**config.mk**
```make
export PLATFORM = sky130hd
export DESIGN_NAME = scene_text_tokenizer
export DESIGN_NICKNAME = d
export VERILOG_FILES = /design/src/design/stt_pkg.sv /design/src/design/scene_text_tokenizer.sv /design/src/design/stt_front.sv /design/src/design/stt_queue.sv /design/src/design/stt_back.sv
export SDC_FILE = /design/constraint.sdc
export NUM_CORES = 1
export LEC_CHECK = 0
export ABC_AREA = 0
export BUFFER_PORTS_ARGS = -buffer_cell sky130_fd_sc_hd__buf_2
export CAP_MARGIN = 10
export CORE_MARGIN = 5
export CORE_UTILIZATION = 30
export CTS_CLUSTER_SIZE = 10
export DETAILED_ROUTE_END_ITERATION = 8
export PLACE_DENSITY = 0.44
export SLEW_MARGIN = 0
export SYNTH_ARGS = -nofsm -noshare
export SYNTH_HDL_FRONTEND = slang
export SYNTH_SLANG_ARGS = --single-unit
```
**constraint.sdc**
```tcl
create_clock -name clk -period 3.5 [get_ports clk]
set_input_delay 0.35 -clock clk [delete_from_list [all_inputs] [get_ports clk]]
set_output_delay 0.35 -clock clk [all_outputs]
set_load 0.005 [all_outputs]
```
**src/design/stt_pkg.sv**
```systemverilog
package stt_pkg;

	localparam int LINE_BITS = 20;
	localparam int COLUMN_BITS = 16;
	localparam int QUEUE_DEPTH = 4;
	localparam int QPTR_BITS = $clog2(QUEUE_DEPTH);

	localparam logic [7:0] CH_HASH = 8'h23;
	localparam logic [7:0] CH_LBRACKET = 8'h5B;
	localparam logic [7:0] CH_RBRACKET = 8'h5D;
	localparam logic [7:0] CH_QUOTE = 8'h22;
	localparam logic [7:0] CH_EXP_LO = 8'h65;
	localparam logic [7:0] CH_EXP_HI = 8'h45;
	localparam logic [7:0] CH_DOT = 8'h2E;
	localparam logic [7:0] CH_PLUS = 8'h2B;
	localparam logic [7:0] CH_MINUS = 8'h2D;
	localparam logic [7:0] CH_SPACE = 8'h20;
	localparam logic [7:0] CH_TAB = 8'h09;
	localparam logic [7:0] CH_CR = 8'h0D;
	localparam logic [7:0] CH_LF = 8'h0A;

	localparam logic [2:0] KIND_BLANK = 3'd0;
	localparam logic [2:0] KIND_IDENT = 3'd1;
	localparam logic [2:0] KIND_STRING = 3'd2;
	localparam logic [2:0] KIND_NUMBER = 3'd3;
	localparam logic [2:0] KIND_BRACKET = 3'd4;

	typedef enum logic [1:0] {
		ERR_NONE = 2'd0,
		ERR_UNKNOWN = 2'd1,
		ERR_NUMBER = 2'd2,
		ERR_OPEN_END = 2'd3
	} err_t;

	typedef enum logic [2:0] {
		MODE_IDLE = 3'd0,
		MODE_COMMENT = 3'd1,
		MODE_IDENT = 3'd2,
		MODE_STRING = 3'd3,
		MODE_NUMBER = 3'd4
	} mode_t;

	typedef enum logic [2:0] {
		NS_START = 3'd0,
		NS_LEAD_DOT = 3'd1,
		NS_INT = 3'd2,
		NS_FRAC = 3'd3,
		NS_EXP = 3'd4,
		NS_EXP_SIGN = 3'd5,
		NS_EXP_DIGIT = 3'd6,
		NS_SIGN = 3'd7
	} num_state_t;

	typedef struct packed {
		logic [7:0] char_code;
		logic end_of_text;
	} in_word_t;

	typedef struct packed {
		logic [7:0] out_char;
		logic [2:0] token_kind;
		logic token_start;
		logic in_text;
		logic closes_stream;
		logic [1:0] error_code;
		logic [LINE_BITS-1:0] line_number;
		logic [COLUMN_BITS-1:0] column_number;
	} out_word_t;

	typedef struct packed {
		logic blank;
		logic newline;
		logic hash;
		logic alpha;
		logic quote;
		logic digit;
		logic sign;
		logic dot;
		logic expo;
		logic bracket;
	} char_class_t;

	typedef struct packed {
		in_word_t word;
		char_class_t cls;
	} item_t;

	typedef struct packed {
		logic ok;
		num_state_t state;
		logic pt;
	} num_step_t;

	function automatic num_step_t num_next(num_state_t st, char_class_t cl, logic pt);
		num_step_t r;
		r.ok = 1'b1;
		r.state = st;
		r.pt = pt;
		case (st)
			NS_START: begin
				if (cl.dot) begin
					r.pt = 1'b1;
					r.state = NS_LEAD_DOT;
				end else if (cl.sign) begin
					r.state = NS_SIGN;
				end else if (cl.digit) begin
					r.state = NS_INT;
				end else begin
					r.ok = 1'b0;
				end
			end
			NS_LEAD_DOT: begin
				if (cl.digit) begin
					r.state = pt ? NS_FRAC : NS_INT;
				end else begin
					r.ok = 1'b0;
				end
			end
			NS_INT: begin
				if (cl.dot && !pt) begin
					r.pt = 1'b1;
					r.state = NS_FRAC;
				end else if (cl.digit) begin
					r.state = NS_INT;
				end else if (cl.expo) begin
					r.state = NS_EXP;
				end else begin
					r.ok = 1'b0;
				end
			end
			NS_FRAC: begin
				if (cl.digit) begin
					r.state = NS_FRAC;
				end else if (cl.expo) begin
					r.state = NS_EXP;
				end else begin
					r.ok = 1'b0;
				end
			end
			NS_EXP: begin
				if (cl.sign) begin
					r.state = NS_EXP_SIGN;
				end else if (cl.digit) begin
					r.state = NS_EXP_DIGIT;
				end else begin
					r.ok = 1'b0;
				end
			end
			NS_EXP_SIGN, NS_EXP_DIGIT: begin
				if (cl.digit) begin
					r.state = NS_EXP_DIGIT;
				end else begin
					r.ok = 1'b0;
				end
			end
			NS_SIGN: begin
				if (cl.digit) begin
					r.state = NS_INT;
				end else if (cl.dot) begin
					r.pt = 1'b1;
					r.state = NS_LEAD_DOT;
				end else begin
					r.ok = 1'b0;
				end
			end
			default: begin
				r.ok = 1'b0;
			end
		endcase
		return r;
	endfunction

	function automatic logic num_accepting(num_state_t st);
		return (st == NS_INT) || (st == NS_FRAC) || (st == NS_EXP_DIGIT);
	endfunction

endpackage

```
**src/design/scene_text_tokenizer.sv**
```systemverilog
// Channel   Direction  Word type              Handshake
// byte      in         stt_pkg::in_word_t     byte_valid / byte_stall
// label     out        stt_pkg::out_word_t    label_valid / label_stall
//
// One byte is taken every clock while the queue is not full, and one label word leaves for each byte.
// A byte passes through the four-entry queue and then through the output register
// after the scanner state machine.
// The byte side stalls only when the queue is full; the label side stall
// holds the output register and lets the queue fill behind it.
// Reset clears the queue, the scanner state and the sticky error.
module scene_text_tokenizer (
	input logic clk,
	input logic arst_n,
	input logic byte_valid,
	output logic byte_stall,
	input stt_pkg::in_word_t byte_word,
	output logic label_valid,
	input logic label_stall,
	output stt_pkg::out_word_t label_word
);

	stt_pkg::item_t front_item;
	stt_pkg::item_t head;
	logic full;
	logic not_empty;
	logic pop;
	logic push;

	assign byte_stall = full;
	assign push = byte_valid && !full;

	stt_front u_front (
		.word(byte_word),
		.item(front_item)
	);

	stt_queue u_queue (
		.clk(clk),
		.arst_n(arst_n),
		.push(push),
		.push_item(front_item),
		.full(full),
		.pop(pop),
		.not_empty(not_empty),
		.head(head)
	);

	stt_back u_back (
		.clk(clk),
		.arst_n(arst_n),
		.item_valid(not_empty),
		.item(head),
		.item_pop(pop),
		.label_valid(label_valid),
		.label_stall(label_stall),
		.label_word(label_word)
	);

endmodule

```
**src/design/stt_front.sv**
```systemverilog
module stt_front (
	input stt_pkg::in_word_t word,
	output stt_pkg::item_t item
);

	stt_pkg::char_class_t cls;

	always_comb begin
		logic [7:0] c;
		c = word.char_code;
		cls = '0;
		cls.newline = (c == stt_pkg::CH_LF);
		cls.blank = (c == stt_pkg::CH_SPACE) || (c == stt_pkg::CH_TAB) ||
			(c == stt_pkg::CH_CR) || (c == stt_pkg::CH_LF);
		cls.hash = (c == stt_pkg::CH_HASH);
		cls.alpha = c inside {[8'h41:8'h5A], [8'h61:8'h7A]};
		cls.quote = (c == stt_pkg::CH_QUOTE);
		cls.digit = c inside {[8'h30:8'h39]};
		cls.sign = (c == stt_pkg::CH_PLUS) || (c == stt_pkg::CH_MINUS);
		cls.dot = (c == stt_pkg::CH_DOT);
		cls.expo = (c == stt_pkg::CH_EXP_LO) || (c == stt_pkg::CH_EXP_HI);
		cls.bracket = (c == stt_pkg::CH_LBRACKET) || (c == stt_pkg::CH_RBRACKET);
	end

	assign item.word = word;
	assign item.cls = cls;

endmodule

```
**src/design/stt_queue.sv**
```systemverilog
module stt_queue (
	input logic clk,
	input logic arst_n,
	input logic push,
	input stt_pkg::item_t push_item,
	output logic full,
	input logic pop,
	output logic not_empty,
	output stt_pkg::item_t head
);

	localparam int PB = stt_pkg::QPTR_BITS;

	stt_pkg::item_t mem_q [stt_pkg::QUEUE_DEPTH];
	logic [PB-1:0] wr_ptr_q;
	logic [PB-1:0] rd_ptr_q;
	logic [PB:0] count_q;

	assign full = (count_q == (PB+1)'(stt_pkg::QUEUE_DEPTH));
	assign not_empty = (count_q != '0);
	assign head = mem_q[rd_ptr_q];

	always_ff @(posedge clk) begin
		if (push) begin
			mem_q[wr_ptr_q] <= push_item;
		end
	end

	always_ff @(posedge clk or negedge arst_n) begin
		if (!arst_n) begin
			wr_ptr_q <= '0;
			rd_ptr_q <= '0;
			count_q <= '0;
		end else begin
			if (push) begin
				wr_ptr_q <= wr_ptr_q + 1'b1;
			end
			if (pop) begin
				rd_ptr_q <= rd_ptr_q + 1'b1;
			end
			if (push && !pop) begin
				count_q <= count_q + 1'b1;
			end else if (pop && !push) begin
				count_q <= count_q - 1'b1;
			end
		end
	end

endmodule

```
**src/design/stt_back.sv**
```systemverilog
module stt_back (
	input logic clk,
	input logic arst_n,
	input logic item_valid,
	input stt_pkg::item_t item,
	output logic item_pop,
	output logic label_valid,
	input logic label_stall,
	output stt_pkg::out_word_t label_word
);

	localparam int LB = stt_pkg::LINE_BITS;
	localparam int CB = stt_pkg::COLUMN_BITS;

	stt_pkg::mode_t mode_q, mode_n;
	stt_pkg::num_state_t ns_q, ns_n;
	logic pt_q, pt_n;
	logic [LB-1:0] line_q, line_n;
	logic [CB-1:0] col_q, col_n;
	stt_pkg::err_t err_q, err_n;
	stt_pkg::out_word_t res;
	stt_pkg::out_word_t out_q;
	logic out_valid_q;
	logic load;

	assign load = item_valid && (!out_valid_q || !label_stall);
	assign item_pop = load;
	assign label_valid = out_valid_q;
	assign label_word = out_q;

	always_comb begin
		logic redo;
		stt_pkg::err_t newerr;
		stt_pkg::num_step_t step;
		stt_pkg::num_step_t first;
		stt_pkg::char_class_t cl;
		logic [CB-1:0] col;

		cl = item.cls;
		redo = 1'b0;
		newerr = stt_pkg::ERR_NONE;
		mode_n = mode_q;
		ns_n = ns_q;
		pt_n = pt_q;
		err_n = err_q;
		col = (col_q == '1) ? col_q : col_q + 1'b1;
		step = stt_pkg::num_next(ns_q, cl, pt_q);
		first = stt_pkg::num_next(stt_pkg::NS_START, cl, 1'b0);

		res.out_char = item.word.char_code;
		res.token_kind = stt_pkg::KIND_BLANK;
		res.token_start = 1'b0;
		res.in_text = 1'b0;
		res.closes_stream = item.word.end_of_text;
		res.line_number = line_q;
		res.column_number = col;

		if (err_q == stt_pkg::ERR_NONE) begin
			case (mode_q)
				stt_pkg::MODE_COMMENT: begin
					if (cl.newline) begin
						mode_n = stt_pkg::MODE_IDLE;
					end
				end
				stt_pkg::MODE_IDENT: begin
					if (cl.alpha) begin
						res.token_kind = stt_pkg::KIND_IDENT;
						res.in_text = 1'b1;
					end else begin
						redo = 1'b1;
					end
				end
				stt_pkg::MODE_STRING: begin
					res.token_kind = stt_pkg::KIND_STRING;
					if (cl.quote) begin
						mode_n = stt_pkg::MODE_IDLE;
					end else begin
						res.in_text = 1'b1;
					end
				end
				stt_pkg::MODE_NUMBER: begin
					if (step.ok) begin
						ns_n = step.state;
						pt_n = step.pt;
						res.token_kind = stt_pkg::KIND_NUMBER;
						res.in_text = 1'b1;
					end else if (stt_pkg::num_accepting(ns_q)) begin
						redo = 1'b1;
					end else begin
						newerr = stt_pkg::ERR_NUMBER;
					end
				end
				default: begin
					redo = 1'b1;
				end
			endcase

			// A byte that ends an identifier or number, or arrives while idle, starts the next token.
			if (redo) begin
				mode_n = stt_pkg::MODE_IDLE;
				if (cl.blank) begin
					mode_n = stt_pkg::MODE_IDLE;
				end else if (cl.hash) begin
					mode_n = stt_pkg::MODE_COMMENT;
				end else if (cl.alpha) begin
					mode_n = stt_pkg::MODE_IDENT;
					res.token_kind = stt_pkg::KIND_IDENT;
					res.token_start = 1'b1;
					res.in_text = 1'b1;
				end else if (cl.quote) begin
					mode_n = stt_pkg::MODE_STRING;
					res.token_kind = stt_pkg::KIND_STRING;
					res.token_start = 1'b1;
				end else if (cl.sign || cl.dot || cl.digit) begin
					mode_n = stt_pkg::MODE_NUMBER;
					ns_n = first.state;
					pt_n = first.pt;
					res.token_kind = stt_pkg::KIND_NUMBER;
					res.token_start = 1'b1;
					res.in_text = 1'b1;
				end else if (cl.bracket) begin
					res.token_kind = stt_pkg::KIND_BRACKET;
					res.token_start = 1'b1;
					res.in_text = 1'b1;
				end else begin
					newerr = stt_pkg::ERR_UNKNOWN;
				end
			end

			if (newerr != stt_pkg::ERR_NONE) begin
				err_n = newerr;
				res.token_kind = stt_pkg::KIND_BLANK;
				res.token_start = 1'b0;
				res.in_text = 1'b0;
				mode_n = stt_pkg::MODE_IDLE;
			end else if (item.word.end_of_text) begin
				if ((mode_n == stt_pkg::MODE_STRING) ||
					((mode_n == stt_pkg::MODE_NUMBER) && !stt_pkg::num_accepting(ns_n))) begin
					err_n = stt_pkg::ERR_OPEN_END;
				end
			end
		end

		res.error_code = err_n;

		line_n = line_q;
		col_n = col;
		if (cl.newline) begin
			line_n = (line_q == '1) ? line_q : line_q + 1'b1;
			col_n = '0;
		end
		if (item.word.end_of_text) begin
			mode_n = stt_pkg::MODE_IDLE;
			ns_n = stt_pkg::NS_START;
			pt_n = 1'b0;
			line_n = LB'(1);
			col_n = '0;
		end
	end

	always_ff @(posedge clk or negedge arst_n) begin
		if (!arst_n) begin
			mode_q <= stt_pkg::MODE_IDLE;
			ns_q <= stt_pkg::NS_START;
			pt_q <= 1'b0;
			line_q <= LB'(1);
			col_q <= '0;
			err_q <= stt_pkg::ERR_NONE;
			out_valid_q <= 1'b0;
		end else begin
			if (load) begin
				mode_q <= mode_n;
				ns_q <= ns_n;
				pt_q <= pt_n;
				line_q <= line_n;
				col_q <= col_n;
				err_q <= err_n;
				out_valid_q <= 1'b1;
			end else if (!label_stall) begin
				out_valid_q <= 1'b0;
			end
		end
	end

	always_ff @(posedge clk) begin
		if (load) begin
			out_q <= res;
		end
	end

endmodule

```
-- Yosys cells after proc, flatten, opt, wreduce, memory -nomap -nowiden
Memory sizes are Yosys's and may differ from the RTL's.
Index checks and enable logic that the tools add are counted.
- bits in registers: 105
- memory bits (writable): 76
- logic and storage cells: 221
- memories kept: 1
- add/subtract/negate cells: 6
- order comparisons: 6
- equal/unequal tests: 34
- muxes and demuxes: 110
- bitwise logic cells: 2
- reduce and logical (&&, ||, !) cells: 44
- memory list (name ; words ; width ; read ports ; clocked after Yosys merged registers in ; wr ports ; line ; RTL):
    u_queue.mem_q ; 4 ; 19 ; 1 ; 0 ; 1 ; stt_queue.sv:14 ; stt_pkg::item_t mem_q [stt_pkg::QUEUE_DEPTH];
- operators by type and width (kind ; number):
    two-way mux 3 bit ; 38
    two-way mux 20 bit ; 3
    == test 8 x 6 -> 1 bit (second input constant) ; 6
    two-way mux 16 bit ; 3
    two-way mux 1 bit ; 35
    two-way mux 2 bit ; 17
    == test 8 x 7 -> 1 bit (second input constant) ; 4
    two-way mux 5 bit ; 6
    one-hot mux 4 bit (7 select lines) ; 1
    == test 3 bit (second input constant) ; 8
    == test 8 x 4 -> 1 bit (second input constant) ; 3
    == test 3 x 2 -> 1 bit (second input constant) ; 7
    adder 20 x 1 -> 20 bit (second input constant) ; 1
    == test 20 bit (second input constant) ; 1
    adder 16 x 1 -> 16 bit (second input constant) ; 1
    == test 16 bit (second input constant) ; 1
    greater-or-equal comparator 8 x 7 -> 1 bit (second input constant) ; 2
    less-or-equal comparator 8 x 7 -> 1 bit (second input constant) ; 2
    logical OR 1 bit ; 14
    nonzero test 2 bit ; 5
    logical AND 1 bit ; 9
    one-hot mux 1 bit (3 select lines) ; 3
    one-hot mux 3 bit (3 select lines) ; 1
    greater-or-equal comparator 8 x 6 -> 1 bit (second input constant) ; 1
    other kinds (17) ; 30

-- Depth between registers and ports, before layout
An unclocked memory read counts as a cell.
- word-level depth: 24
- mapped depth: 10
- gate-level depth less buffers: 8

-- By module
Synthesis repeated with hierarchy kept, for this count alone.
- cells, all modules: 612
- area, all modules: 8214.1 um2
- modules (own cells, without submodules) (module ; instances ; cells each ; area an instance (um2)):
    stt_back ; 1 ; 437 ; 4789.6
    stt_queue ; 1 ; 133 ; 3138.0
    stt_front ; 1 ; 41 ; 272.8
    scene_text_tokenizer ; 1 ; 1 ; 13.8

-- Worst setup path after synthesis
OpenSTA, ideal clock, no wires.
- path type: reg2reg
- start: register u_queue.count_q[0]
- end: register u_back.col_q[8]
- setup time: 121 ps
- arrival time: 2967 ps
- required time: 3379 ps
- slack: 412 ps
- stages on the path, launching flop included: 7
- path buffers: 1
- period minus slack after synthesis: 3088 ps
- path through: dfrtp_1 > or3_1 > nand2_1 > inv_1 > clkbuf_1 > o21ai_0 > a22o_1
- longest elaborated chain between the ends: 2
- RTL lines (what ; line ; RTL):
    from (decl) ; stt_queue.sv:17 ; logic [PB:0] count_q;
    from (signal assigned) ; stt_queue.sv:42 ; count_q <= count_q + 1'b1;
    from (signal assigned) ; stt_queue.sv:44 ; count_q <= count_q - 1'b1;
    nonzero test 3 bit ; stt_queue.sv:20 ; assign not_empty = (count_q != '0);
    logical AND 1 bit ; stt_back.sv:26 ; assign load = item_valid && (!out_valid_q || !label_stall);
    net pop ; scene_text_tokenizer.sv:26 ; logic pop;
    to (signal assigned) ; stt_back.sv:176 ; col_q <= col_n;
    to (decl) ; stt_back.sv:19 ; logic [CB-1:0] col_q, col_n;
The timed path passes the listed nets, and every way through them passes these cells.
A chain may end at the register's enable or synchronous reset.

-- Final worst setup path
- start: register u_queue.rd_ptr_q[0]
- end: register u_back.out_q, in the netlist u_back.label_word[37], data pin
- longest elaborated chain between the ends: 24
- elaborated cells between the ends (all ways): 76
- those cells by class: 5 x eq/ne; 61 x mux; 9 x reduce/logical; 1 x memory
- RTL lines (what ; line ; RTL):
    from (decl) ; stt_queue.sv:16 ; logic [PB-1:0] rd_ptr_q;
    from (signal assigned) ; stt_queue.sv:39 ; rd_ptr_q <= rd_ptr_q + 1'b1;
    memory (4 x 19 bit) (*) ; n/a ;
    two-way mux 3 bit (tied with other cells) ; stt_pkg.sv:125, stt_pkg.sv:134 ;
    two-way mux 3 bit (tied with other cells) ; stt_pkg.sv:123 ; end else if (cl.digit) begin
    two-way mux 3 bit (tied with other cells) ; stt_pkg.sv:120 ; if (cl.dot && !pt) begin
    one-hot mux 4 bit (7 select lines) ; stt_pkg.sv:99 ; case (st)
    two-way mux 3 bit ; stt_back.sv:82 ; if (step.ok) begin
    two-way mux 3 bit ; stt_back.sv:59 ; case (mode_q)
    two-way mux 3 bit ; stt_back.sv:114 ; end else if (cl.sign || cl.dot || cl.digit) begin
    [9 not listed] ; n/a ;
    zero test 1 bit ; stt_back.sv:138 ; ((mode_n == stt_pkg::MODE_NUMBER) && !stt_pkg::num_accepting(ns_n))) begin
    logical AND 1 bit ; stt_back.sv:138 ;
    logical OR 1 bit ; stt_back.sv:137 ; if ((mode_n == stt_pkg::MODE_STRING) ||
    two-way mux 2 bit ; stt_back.sv:137 ;
    two-way mux 2 bit ; stt_back.sv:136 ; end else if (item.word.end_of_text) begin
    two-way mux 2 bit (*) ; stt_back.sv:130 ; if (newerr != stt_pkg::ERR_NONE) begin
    two-way mux 2 bit (*) ; stt_back.sv:58 ; if (err_q == stt_pkg::ERR_NONE) begin
    net u_back.err_n[1] ; stt_back.sv:20 ; stt_pkg::err_t err_q, err_n;
    to (signal assigned) ; stt_back.sv:187 ; out_q <= res;
    to (decl) ; stt_back.sv:22 ; stt_pkg::out_word_t out_q;
Mark *: on every way through the listed nets, which the timed path passes. The rest lies on a longest branch. The select of a mux whose other input is x is not followed.

==> results.py <==
metrics = {
    "route": {
        "drt_first_iter_violations": 562,
        "drcViolationCount": 0,
        "routed_via_density": 4.986,
        "total_length_of_routed_wires_um": 17420,
        "drtAntennaViolNets": 0,
        "drt-pass1-iter-count": 5,
        "routed_vias": 5160,
        "drt-wirelength-per-cell_um": 16.83,
    },
    "finish": {
        "finalNonFillerCells": 1035,
        "fin_nets": 708,
        "synthesis_to_layout_area_growth_pct": 16.55,
        "area_occupied_by_multi_input_gates_um2": 2644,
        "final_util": 0.3571,
        "antennaDiodeCount": 0,
        "drive_gt1_frac": 0.1929,
        "final_area_um2": 9358,
        "layout.filler_cells": 2525,
        "sequential_cell_area_um2": 5171,
    },
    "logic_synthesis": {
        "postSynth.topFlopCell": "sky130_fd_sc_hd__edfxtp_1",
        "synth_instances": 614,
        "synth.avg_cell_area_um2": 13.08,
        "compound_cell_area_share_of_the_yosys_netlist": 0.08914,
        "sequential_to_total_area_share_from_yosys_stat": 0.6441,
        "synth.cell_area_um2": 8029,
        "synth_enable_flop_cells": 128,
        "yosys.area_share.xor_xnor": 0.03273,
        "synth_async_sr_flop_share": 0.2928,
        "synth_common_cells": "sky130_fd_sc_hd__edfxtp_1, sky130_fd_sc_hd__nor2_1, sky130_fd_sc_hd__dfrtp_1, sky130_fd_sc_hd__nand2_1, sky130_fd_sc_hd__o21ai_0",
        "ys_types": 65,
        "yosys.area.top_type_share": 0.4787,
        "synth-seq-cells": 181,
        "yosys_warnings": 0,
        "synth_fa_ha_area_frac": 0.01340,
        "synthDominantAreaCellType": "sky130_fd_sc_hd__edfxtp_1",
        "yosys.area_share.simple": 0.1295,
        "postSynthNetCount": 635,
        "synth_top_cells_by_area": "sky130_fd_sc_hd__edfxtp_1, sky130_fd_sc_hd__dfrtp_1, sky130_fd_sc_hd__mux4_2",
        "synthMostInstantiatedCell": "sky130_fd_sc_hd__edfxtp_1",
        "synth.area.mux_share": 0.06452,
        "synth_top_family_by_area": "simple AND/OR/NAND/NOR gates",
    },
    "die": {
        "core-area_um2": 26210,
        "fp.dieArea_um2": 30140,
        "ioPinCount": 67,
        "die_height_um": 173.6,
        "initial_core_utilization": 0.3064,
        "die_w_um": 173.6,
        "floorplan.rows": 59,
    },
    "worst_setup_path": {
        "worst_path_top_cell_family_by_delay": "compound AO/OA/AOI/OAI gates",
        "critical_path.reg2reg.startpoint": "u_queue.rd_ptr_q[0]",
        "setup.worst_path.start": "u_queue.rd_ptr_q[0]",
        "endpoint_kind": "flop",
        "slowest_stage": "sky130_fd_sc_hd__mux4_1",
        "crit_path_required_time_ps": 3650,
        "cp_slowest_stage_delay_ps": 640,
        "cp_num_buf_inv": 1,
        "crit_chain": "buf_4 -> mux4_1 -> nor2_1 -> nand2_1 -> a21oi_2 -> a22o_1 -> o221ai_1 -> o211ai_1 -> a21oi_1",
        "critical_path_class": "flop to flop",
        "arrival_ps": 3360,
        "reg2reg_slack_ps": 290,
        "path_max_fanout": 14,
        "setup.worst_path.start_class": "flop",
    },
    "power_and_ir_drop": {
        "comb_power_share": 0.280,
        "post-layout-total-power_mw": 6.853,
        "power_report.internal_total_mw": 4.687,
        "swShare": 0.3161,
        "power_density_nw_per_um2": 732.3,
        "power.share.sequential": 0.440,
        "static-leakage-power_nw": 3.616,
        "peakVddDrop_uv": 282.9,
        "net-switching-power_mw": 2.166,
        "share_clk_of_total_power": 0.280,
    },
    "worst_hold_path": {
        "worst_hold_path_type": "input port to asynchronous set/reset pin",
    },
    "clock_network": {
        "clkTransAtPathRegs_ps": 70,
        "max-clock-path-buffers": 2,
        "cts.repair.resized": 0,
        "cts.htree.levels": 4,
        "cts_inserted_buffers": 17,
        "cts_tree": "done",
        "cts.sink_count": 181,
        "worstSkewPairLatency_ps": 440,
        "clock-root-buffer": "sky130_fd_sc_hd__clkbuf_16",
        "postCtsHoldBufs": 0,
        "cts_setup_buffers": 0,
    },
    "sta": {
        "postLayoutSetupSlackWorst_ps": 285.3,
        "worst-slew-pin-transition_ps": 813.0,
        "timing.fmax_mhz": 311.1,
        "final_setup_violation_count": 0,
        "min_hold_slack_ps": 13.55,
        "grt_setup_unrepaired": "no",
        "fin_skew_ps": 31.93,
        "slew_headroom": 0.4530,
        "hold_violations": 0,
        "final_period_minus_worst_setup_slack_ps": 3215,
        "setup-tns-final_ps": 0,
        "timing_max_transition_violations_final": 0,
        "final_min_period_over_clock_period": 0.9185,
    },
    "global_routing": {
        "grt_overflow": 0,
        "global_route_wire_length_before_repair_um": 28200,
        "grt_pass1_vias": 5181,
        "gr-usage-all-layers": 0.1170,
        "maximum_number_of_pins_on_one_net_before_global_route_repair": 63,
        "grt_antenna_before_repair": 1,
    },
    "status": {
        "run_status": "complete, no violations",
    },
    "placed_design": {
        "pre_cts_slack_ps": 246.0,
        "placed_area_um2": 8765,
        "io_buffer_count": 66,
        "globalplace.congestion": 0.8267,
        "detailed_place_hpwl_um": 11800,
        "dpl.cell_count": 1003,
    },
    "job": {
        "max-cap-violations": 0,
    },
}
-- layer usage --
metal  vias to the layer above  wire length (um)  track usage
met5                         -                13            0
met4                         2               203      0.03332
met3                        22               870      0.03424
met2                       161              7973       0.1812
met1                      2547              8360       0.1609
li1                       2428                 -            -
-- registers in the layout, summed over array words and instances, names as in the netlist, 2 cells and up --
name	cells
u_queue.rd_ptr_q	2
u_back.col_q	16
u_back.label_word	52
u_back.ns_q	3
u_back.err_q	2
u_back.mode_q	3
u_queue.count_q	3
u_queue.mem_q	76
u_queue.wr_ptr_q	2
u_back.line_q	20
-- worst paths after layout --
check	to	cells past startpoint
max in group asynchronous	u_back.col_q[1]	2
min in group clk	u_queue.mem_q[0][10]	1
worst max-delay path	u_back.label_word[37]	9
worst max register to register	u_back.label_word[37]	9
worst min-delay path	u_queue.rd_ptr_q[1]	1
worst min register to register	u_back.label_word[29]	0
-- power by group through the flow --
| stage | Clock (mW) | Sequential [mW] | Combinational, mW |
|---|---|---|---|
| after floorplan | 0 | 3.02 | 1.27 |
| after global placement | 0 | 3.05 | 1.93 |
| after detailed placement | 0 | 3.06 | 1.94 |
| after CTS | 1.98 | 3.02 | 1.95 |
| after global routing | 2.06 | 3.06 | 2.12 |
| final | 1.92 | 3.01 | 1.92 |
-- layout make-up --
class | count | share of cell area
clock buffer | 25 | 0.05308
sequential | 181 | 0.5526
clock inverter | 7 | 0.01030
tap | 335 | 0.04479
timing repair buffer | 77 | 0.04546
multi-input combinational | 382 | 0.2825
inverter | 28 | 0.01123
-- cell families after synthesis --
group,Yosys count
AND/OR/NAND/NOR,209
flip-flops,181
AO/OA/AOI/OAI,109
buffers and inverters,51
XOR/XNOR,30
multiplexers,26
adder cells (fa/ha/maj),8
-- layout by cell type, fill, tap and decap left out, types with 6 or more instances in the layout --
cell type,count
sky130_fd_sc_hd__or3_1,11
sky130_fd_sc_hd__o31ai_1,8
sky130_fd_sc_hd__edfxtp_1,128
sky130_fd_sc_hd__a21oi_1,22
sky130_fd_sc_hd__mux2i_1,6
sky130_fd_sc_hd__xor2_1,14
sky130_fd_sc_hd__buf_2,66
sky130_fd_sc_hd__nand2_1,52
sky130_fd_sc_hd__nand2b_1,9
sky130_fd_sc_hd__and2_1,8
sky130_fd_sc_hd__buf_4,10
sky130_fd_sc_hd__nor3_1,13
sky130_fd_sc_hd__xnor2_1,16
sky130_fd_sc_hd__clkbuf_16,18
sky130_fd_sc_hd__inv_1,27
sky130_fd_sc_hd__a31oi_1,7
sky130_fd_sc_hd__o21ai_0,31
sky130_fd_sc_hd__dfrtp_1,52
sky130_fd_sc_hd__nand4_1,7
sky130_fd_sc_hd__and3_1,10
sky130_fd_sc_hd__nand3_1,19
sky130_fd_sc_hd__nor2_1,55
sky130_fd_sc_hd__ha_1,7
sky130_fd_sc_hd__mux4_2,14
Power figures use the tool's default switching activity.
